[config.mk]
export PLATFORM = sky130hd
export DESIGN_NAME = otct_ram
export DESIGN_NICKNAME = d
export VERILOG_FILES = /design/src/rtl/otct_ram.sv
export SDC_FILE = /design/constraint.sdc
export NUM_CORES = 1
export LEC_CHECK = 0
export ABC_AREA = 1
export BUFFER_PORTS_ARGS = -buffer_cell sky130_fd_sc_hd__buf_4
export CORE_MARGIN = 2
export CORE_UTILIZATION = 55
export CTS_CLUSTER_SIZE = 10
export DETAILED_ROUTE_END_ITERATION = 16
export PLACE_DENSITY_LB_ADDON = 0.2
export SYNTH_ARGS = -nofsm -noshare
export SYNTH_HDL_FRONTEND = slang
export SYNTH_SLANG_ARGS = --single-unit
[constraint.sdc]
create_clock -name clk -period 1 [get_ports clk]
set_input_delay 0.1 -clock clk [delete_from_list [all_inputs] [get_ports clk]]
set_output_delay 0.1 -clock clk [all_outputs]
set_load 0.005 [all_outputs]
[src/rtl/otct_ram.sv]
module otct_ram #(
  parameter int WIDTH = 8,
  parameter int DEPTH = 16
) (
  input  logic                                      clk,
  input  logic                                      we,
  input  logic [((DEPTH > 1) ? $clog2(DEPTH) : 1)-1:0] waddr,
  input  logic [WIDTH-1:0]                          wdata,
  input  logic [((DEPTH > 1) ? $clog2(DEPTH) : 1)-1:0] raddr,
  output logic [WIDTH-1:0]                          rdata
);

  logic [WIDTH-1:0] mem [DEPTH];

  always_ff @(posedge clk) begin
    if (we) begin
      mem[waddr] <= wdata;
    end
    rdata <= mem[raddr];
  end

endmodule

==> results.sh, run 1 <==
export IMPL_grt_pass1_wl_mm=20.0
export IMPL_cp_cell_sequence="buf_6"
export IMPL_max_freq_mhz=929
export IMPL_fp_dieH_um=106
export IMPL_clock_sinks=136
export IMPL_via_per_inst=5.13
export IMPL_coreArea_um2=10200
export IMPL_clock_path_buffers=2
export IMPL_syn_avg_cell_area_um2=10.5
export IMPL_grt_overflow_total=0
export IMPL_status="finished with violations"
export IMPL_p_leak_uw=0.00309
export IMPL_diodes=0
export IMPL_yosysWarnings=0
export IMPL_drtIter0Drc=269
export IMPL_slew_headroom_pct=72.4
export IMPL_layout_worst_path_cycle_share_pct=108
export IMPL_dpl_hpwl_mm=7.86
export IMPL_path_clk_slew_ns=0.06
export IMPL_hold_viol=0
export IMPL_grt_max_degree=42
export IMPL_cts_tree="built"
export IMPL_grt_pass1_vias=3721
export IMPL_clock_skew_ns=0.00666
export IMPL_crit_required_ns=0.90
export IMPL_violations="negative setup slack"
export IMPL_period_needed_ns=1.08
export IMPL_clock_latency_ns=0.52
export IMPL_pwr_share_seq_pct=48.9
export IMPL_power_density_nw_per_um2=1850
export IMPL_rows=37
export IMPL_slowest_stage="dfxtp_2"
export IMPL_cts_root_buf="clkbuf_8"
export IMPL_fin_ws_ns=-0.0760
export IMPL_cts_inserted_buffers=17
export IMPL_slowest_delay_ns=0.36
export IMPL_synth_cells=551
export IMPL_postCtsSetupBuffers=0
export IMPL_min_path_type="in2reg"
export IMPL_end_kind="primary output"
export IMPL_gp_congestion=0.849
export IMPL_die_area_um2=11300
export IMPL_rsz0062_at_grt="yes"
export IMPL_io_pins=26
export IMPL_vdd_drop_max_mv=1.04
export IMPL_ys_ff_latch=136
export IMPL_dr_pass1_iters=7
export IMPL_syn_nets=569
export IMPL_ant_nets=0
export IMPL_nets=628
export IMPL_layout_drive_gt1_share_pct=19.5
export IMPL_maxCapViolations=0
export IMPL_pwr_share_comb_pct=7.4
export IMPL_setup_viol=8
export IMPL_critPathLaunchType="flop"
export IMPL_clkPwrFrac_pct=43.7
export IMPL_wl_mm=12.8
export IMPL_syn_cell_area_um2=5770
export IMPL_initial_core_util_pct=56.4
export IMPL_io_buffer_count=25
export IMPL_p_sw_uw=2870
export IMPL_cp_buffers_inverters=1
export IMPL_tightest_slew_ns=0.413
export IMPL_cts_max_level=4
export IMPL_synth_cell_types=12
export IMPL_dieWidth_um=106
export IMPL_post_route_util_pct=69.5
export IMPL_syn2layout_area_growth_pct=23.2
export IMPL_synth_seq_area_share_pct=69.4
export IMPL_drcViolationCount=0
export IMPL_cp_top_family="flip-flops"
export IMPL_antenna_found_initial=0
export IMPL_grt_util_all_layers_pct=24.4
export IMPL_p_int_uw=10300
export IMPL_vias=3892
export IMPL_fin_total_pwr_uw=13100
export IMPL_swShare_pct=21.8
export IMPL_critical_path_max_fanout=1
export IMPL_crit_type="reg2out"
export IMPL_drt_wirelength_per_cell_um=16.9
export IMPL_arrival_ns=0.98
export IMPL_slew_violations=0
[path summary, 6_finish.rpt]
check                           startpoint       end  slack, ns  depth (start not counted)
worst max-delay path              rdata[7]  rdata[7]      -0.08                          1
worst min register to register  mem[10][7]  rdata[7]       0.65                          6
worst min-delay path              raddr[2]  rdata[0]        0.1                          5
worst max register to register   mem[5][5]  rdata[5]       0.03                          6
[metal layers]
layer / vias up / share of wire, % / wire length, um / GRT usage, %
li1: 1887 / - / - / -
met1: 1841 / 42 / 5420 / 33.4
met2: 152 / 49 / 6250 / 39.0
met3: 12 / 7.4 / 952 / 5.15
met4: 0 / 1.3 / 162 / 8.55
met5: - / 0 / 0 / 0
[synthesized netlist by cell type, drive strengths merged]
master	n	share of area [%]
dfxtp	8	2.8
nor2	17	1.1
nand3b	2	0.26
nand2	173	11
buf	24	2.9
nand3	97	8.4
edfxtp	128	67
inv	102	6.6
[layout by cell type (no fill, tap or decap), drive strengths merged, types with 4 or more instances in the layout]
| cell type | Yosys | final |
|---|---|---|
| nand2 | 173 | 173 |
| edfxtp | 128 | 128 |
| inv | 102 | 102 |
| nand3 | 97 | 97 |
| buf | 24 | 55 |
| clkbuf | 0 | 18 |
| nor2 | 17 | 17 |
| dlygate4sd3 | 0 | 9 |
| dfxtp | 8 | 8 |
| clkinv | 0 | 7 |
| clkinvlp | 0 | 4 |
[flip-flops by register name, summed over array words and instances (netlist names)]
register and cells:
mem 128, rdata 8
[timing repair]
item | CTS | global route
endpoints found under the setup margin | 12 | 15
pin swaps | 0 | 6
hold buffers | 9 | 0
endpoints found under the hold margin | 136 | 0
resized for setup | 12 | 25
[kinds of logic after synthesis]
kind of cell	Yosys count	synth area share, %
buf+inv	126	9.52
flops	136	69.4
simple gates	289	21.0
[power groups by stage]
stage          sequential, uW  combinational [uW]  clock, uW
4_1_cts                  6420                 924       5790
2_1_floorplan            6530                 452          0
3_3_place_gp             6530                 853          0
3_5_place_dp             6530                 865          0
6_report                 6420                 965       5740
5_1_grt                  6430                1060       6040
[final cells by class]
| class | count | area [um^2] |
|---|---|---|
| flip-flops and latches | 136 | 4010 |
| fillers | 715 | 3120 |
| multi-input cells | 289 | 1360 |
| repair buffers | 64 | 638 |
| clock buffers | 18 | 418 |
| inverters | 102 | 383 |
| well taps | 136 | 170 |
| clock inverters | 13 | 133 |
[tightest hold or removal path, cell delays in order]
cell	delay (ns)
buf_4	0.11
buf_4	0.16
nand3_1	0.09
nand3_1	0.08
nand2_1	0.04
[metrics by stage]
step	setup slack (ns)	TNS (ns)	area (um^2)	instances	hold WS (ns)
after floorplan	-0.0508	-4.12	5770	551	0.199
after global placement	-0.154	-6.13	6300	718	0.433
after detailed placement	-0.166	-7.74	6300	718	0.440
after CTS	-0.0977	-0.487	6990	758	0.0763
after global routing	-0.0955	-0.620	7110	758	0.131
final	-0.0760	-0.326	7110	758	0.0999
No activity file was read; power rests on OpenSTA's default activity.
==> run 2, diff against run 1 <==
--- a/config.mk
+++ b/config.mk
@@ -11,7 +11,9 @@
 export CORE_UTILIZATION = 55
 export CTS_CLUSTER_SIZE = 10
 export DETAILED_ROUTE_END_ITERATION = 16
-export PLACE_DENSITY_LB_ADDON = 0.2
+export PLACE_DENSITY = 0.75
+export SKIP_CTS_REPAIR_TIMING = 1
+export SKIP_LAST_GASP = 1
 export SYNTH_ARGS = -nofsm -noshare
 export SYNTH_HDL_FRONTEND = slang
 export SYNTH_SLANG_ARGS = --single-unit
==> run 2 against run 1 <==
- the flow still finishes with violations (negative setup slack)
- combinational power barely moved
- clock skew fell by 0.00071 ns
- non-clock buffer count fell by 2
- first-iteration DRC count rose by 67%
- via count rose by 1.0%
- global-route usage rose by 0.22 points
- setup slack got worse by 0.0023 ns
- register-to-register slack barely moved
- sequential share of layout area fell by 0.32 points
- hold slack improved by 0.0061 ns
- clock power rose by 12%
==> results.sh, run 2 (synthesized netlist as in run 1, its figures left out) <==
export IMPL_largest_reg_flops=128
export IMPL_layout_worst_path_cycle_share_pct=108
export IMPL_clock_path_buffers=2
export IMPL_io_pins=26
export IMPL_layout_drive_gt1_share_pct=20.0
export IMPL_cts_root_buf="clkbuf_8"
export IMPL_syn2layout_area_growth_pct=24.0
export IMPL_io_buffer_count=25
export IMPL_arrival_ns=0.98
export IMPL_path_clk_slew_ns=0.06
export IMPL_nets=626
export IMPL_die_area_um2=11300
export IMPL_slowest_delay_ns=0.35
export IMPL_critical_path_max_fanout=1
export IMPL_fp_dieH_um=106
export IMPL_clock_skew_ns=0.00595
export IMPL_dpl_hpwl_mm=7.75
export IMPL_grt_pass1_vias=3765
export IMPL_period_needed_ns=1.08
export IMPL_clock_sinks=136
export IMPL_tightest_slew_ns=0.424
export IMPL_regMostFlops="mem"
export IMPL_min_path_type="in2reg"
export IMPL_end_kind="primary output"
export IMPL_violations="negative setup slack"
export IMPL_final_common_cell="nand2_1"
export IMPL_fin_total_pwr_uw=13800
export IMPL_diodes=0
export IMPL_max_freq_mhz=927
export IMPL_drtIter0Drc=448
export IMPL_final_cell_mix="172 x nand2_1, 128 x edfxtp_1, 100 x inv_1"
export IMPL_cp_top_family="flip-flops"
export IMPL_grt_max_degree=45
export IMPL_cts_tree="built"
export IMPL_cts_max_level=4
export IMPL_maxCapViolations=0
export IMPL_multi_input_area_um2=1370
export IMPL_grt_util_all_layers_pct=24.6
export IMPL_p_leak_uw=0.00312
export IMPL_reg_top3="mem x128, rdata x8"
export IMPL_drt_wirelength_per_cell_um=17.0
export IMPL_hold_viol=0
export IMPL_via_per_inst=5.19
export IMPL_grt_pass1_wl_mm=19.8
export IMPL_slew_violations=0
export IMPL_grt_overflow_total=0
export IMPL_ant_nets=0
export IMPL_wl_mm=12.9
export IMPL_rsz0062_at_grt="yes"
export IMPL_initial_core_util_pct=56.4
export IMPL_dp_cells=716
export IMPL_setup_viol=8
export IMPL_dr_pass1_iters=5
export IMPL_dieWidth_um=106
export IMPL_nFillCells=674
export IMPL_vdd_drop_max_mv=1.45
export IMPL_sequential_cell_area_um2=4010
export IMPL_slew_headroom_pct=71.7
export IMPL_cp_buffers_inverters=1
export IMPL_power_density_nw_per_um2=1930
export IMPL_crit_type="reg2out"
export IMPL_post_route_util_pct=69.9
export IMPL_fin_ws_ns=-0.0783
export IMPL_coreArea_um2=10200
export IMPL_antenna_found_initial=0
export IMPL_dpl_worst_slack_ns=-0.140
export IMPL_status="finished with violations"
export IMPL_fin_cells=757
export IMPL_cp_cell_sequence="buf_6"
export IMPL_clock_latency_ns=0.53
export IMPL_gp_congestion=0.852
export IMPL_slowest_stage="dfxtp_2"
export IMPL_drcViolationCount=0
export IMPL_rows=37
export IMPL_vias=3932
export IMPL_critPathLaunchType="flop"
export IMPL_cts_inserted_buffers=17
export IMPL_crit_required_ns=0.90
-- run 2: cell count changes in the layout (fill, tap and decap cells not counted), sizes merged --
cell      before  now
clkbuf        18   20
buf           55   53
clkinvlp       4    1
bufinv         2    4
clkinv         7    6
inv          102  103
-- run 2: worst paths after layout --
| kind | from | to | slack [ns] | cells after the start |
|---|---|---|---|---|
| setup / recovery | rdata[6] | rdata[6] | -0.08 | 1 |
| hold reg to reg | mem[12][2] | rdata[2] | 0.66 | 6 |
| setup reg to reg | mem[1][6] | rdata[6] | 0.04 | 6 |
| hold / removal | raddr[2] | rdata[6] | 0.11 | 6 |
-- run 2: layout make-up --
class,instances,share of cell area [%]
Sequential cell,136,56.1
Multi-Input combinational cell,289,19.1
Clock inverter,12,2.43
Clock buffer,20,6.23
Timing Repair Buffer,62,8.37
Inverter,102,5.36
Tap cell,136,2.38
-- run 2: metrics by stage --
step	setup TNS, ns	hold slack (ns)	instance area (um^2)
after floorplan	-4.12	0.199	5770
after global placement	-9.16	0.442	6260
after detailed placement	-10.87	0.439	6260
after CTS	-0.674	-0.110	6880
after global routing	-0.731	0.128	7150
final	-0.422	0.106	7150
-- run 2: routing by layer --
metal | wire [um] | global-route usage, % | vias to the layer above
li1 | - | - | 1888
met5 | 0 | 0 | -
met1 | 5440 | 31.8 | 1865
met3 | 955 | 6.32 | 23
met2 | 6310 | 41.1 | 156
met4 | 182 | 7.33 | 0
-- run 2: power breakdown --
group	internal, uW	leakage (uW)	switching (uW)
clock network	4180	0.000305	2240
registers	6380	0.00122	43.5
logic	367	0.00159	596
==> run 3, diff against run 2 <==
--- a/config.mk
+++ b/config.mk
@@ -6,11 +6,11 @@
 export NUM_CORES = 1
 export LEC_CHECK = 0
 export ABC_AREA = 1
-export BUFFER_PORTS_ARGS = -buffer_cell sky130_fd_sc_hd__buf_4
 export CORE_MARGIN = 2
-export CORE_UTILIZATION = 55
+export CORE_UTILIZATION = 57
 export CTS_CLUSTER_SIZE = 10
 export DETAILED_ROUTE_END_ITERATION = 16
+export DONT_BUFFER_PORTS = 1
 export PLACE_DENSITY = 0.75
 export SKIP_CTS_REPAIR_TIMING = 1
 export SKIP_LAST_GASP = 1
==> run 3 against run 2 <==
- the flow finishes with violations (negative hold slack)
- largest cell class unchanged
- clock-buffer cell count stayed put
- critical path type unchanged
- register-to-register slack got worse by 0.02 ns
- combinational power fell by 25%
==> results.sh, run 3 (synthesized netlist as in run 1, its figures left out) <==
export IMPL_vdd_drop_max_mv=1.21
export IMPL_grt_overflow_total=0
export IMPL_grt_util_all_layers_pct=25.2
export IMPL_fp_dieH_um=105
export IMPL_syn2layout_area_growth_pct=18.7
export IMPL_dpl_hpwl_mm=7.75
export IMPL_dp_cells=684
export IMPL_dr_pass1_iters=4
export IMPL_clock_latency_ns=0.53
export IMPL_crit_type="reg2out"
export IMPL_slew_headroom_pct=45.7
export IMPL_gp_congestion=0.834
export IMPL_via_per_inst=5.29
export IMPL_rsz0062_at_grt="yes"
export IMPL_fin_hold_ws_ns=-0.284
export IMPL_status="finished with violations"
export IMPL_antenna_found_initial=0
export IMPL_reg_top3="mem x128, rdata x8"
export IMPL_cts_max_level=4
export IMPL_min_path_type="in2reg"
export IMPL_regMostFlops="mem"
export IMPL_period_needed_ns=0.991
export IMPL_ant_nets=0
export IMPL_die_area_um2=10900
export IMPL_p_leak_uw=0.00293
export IMPL_nFillCells=708
export IMPL_hold_viol=8
export IMPL_arrival_ns=0.89
export IMPL_critical_path_max_fanout=1
export IMPL_power_density_nw_per_um2=1980
export IMPL_wl_mm=13.0
export IMPL_clock_sinks=136
export IMPL_path_clk_slew_ns=0.06
export IMPL_final_common_cell="nand2_1"
export IMPL_setup_viol=0
export IMPL_clock_skew_ns=0.00442
export IMPL_layout_drive_gt1_share_pct=15.1
export IMPL_drtIter0Drc=362
export IMPL_critPathLaunchType="flop"
export IMPL_dieWidth_um=105
export IMPL_fin_ws_ns=0.00925
export IMPL_layout_worst_path_cycle_share_pct=99.1
export IMPL_cts_inserted_buffers=17
export IMPL_io_pins=26
export IMPL_maxCapViolations=0
export IMPL_cts_root_buf="clkbuf_8"
export IMPL_dpl_worst_slack_ns=-0.0760
export IMPL_crit_required_ns=0.90
export IMPL_vias=3831
export IMPL_drt_wirelength_per_cell_um=17.9
export IMPL_end_kind="primary output"
export IMPL_fin_cells=724
export IMPL_diodes=0
export IMPL_final_cell_mix="170 x nand2_1, 128 x edfxtp_1, 100 x inv_1"
export IMPL_cts_tree="built"
export IMPL_largest_reg_flops=128
export IMPL_grt_pass1_vias=3807
export IMPL_drcViolationCount=0
export IMPL_nets=596
export IMPL_initial_core_util_pct=58.7
export IMPL_grt_pass1_wl_mm=20.2
export IMPL_io_buffer_count=0
export IMPL_tightest_slew_ns=0.811
export IMPL_rows=36
export IMPL_coreArea_um2=9820
export IMPL_slew_violations=0
export IMPL_clock_path_buffers=2
export IMPL_grt_max_degree=66
export IMPL_violations="negative hold slack"
export IMPL_max_freq_mhz=1010
-- run 3: cell types whose count changed in the layout (fill, tap and decap cells not counted), sizes merged --
cell / previous run / this run
clkinv: 6 / 2
clkinvlp: 1 / 6
dlygate4sd3: 9 / 8
inv: 103 / 102
buf: 53 / 24
-- run 3: final cells by class --
type                    count  area (um^2)  area share [%]
inverters                 102          383            5.59
clock inverters            12          175            2.56
flip-flops and latches    136         4010            58.6
repair buffers             32          323            4.71
clock buffers              20          445            6.51
multi-input cells         289         1340            19.6
well taps                 133          166            2.43
-- run 3: path summary, 6_finish.rpt --
check,startpoint,to,slack [ns],cells past startpoint
worst max-delay path,rdata[0],rdata[0],0.009,0
worst min-delay path,raddr[3],rdata[6],-0.28,2
worst max register to register,mem[3][5],rdata[5],0.02,6
worst min register to register,mem[13][1],rdata[1],0.70,6
-- run 3: metal layers --
| metal | global-route usage (%) | vias up | part of all wire (%) |
|---|---|---|---|
| li1 | - | 1832 | - |
| met1 | 32.0 | 1816 | 40 |
| met2 | 40.2 | 163 | 51 |
| met3 | 7.99 | 20 | 7.4 |
| met4 | 10.6 | 0 | 2.1 |
| met5 | 0 | - | 0 |
-- run 3: metrics by stage --
step                setup TNS, ns  cell area [um^2]  power, uW  utilization [%]
detailed placement         -0.108              6020       7090             61.3
finish                          0              6850      13600             69.7
global placement                0              6020       7070             61.3
global route               -0.138              6850      14000             69.7
floorplan                   -4.12              5770       6980                -
CTS                        -0.113              6640      13500             67.6
-- run 3: where the power goes --
part           switching (uW)  internal [uW]
clock                    2270           4170
sequential               51.2           6380
combinational             471            247
total                    2790          10800
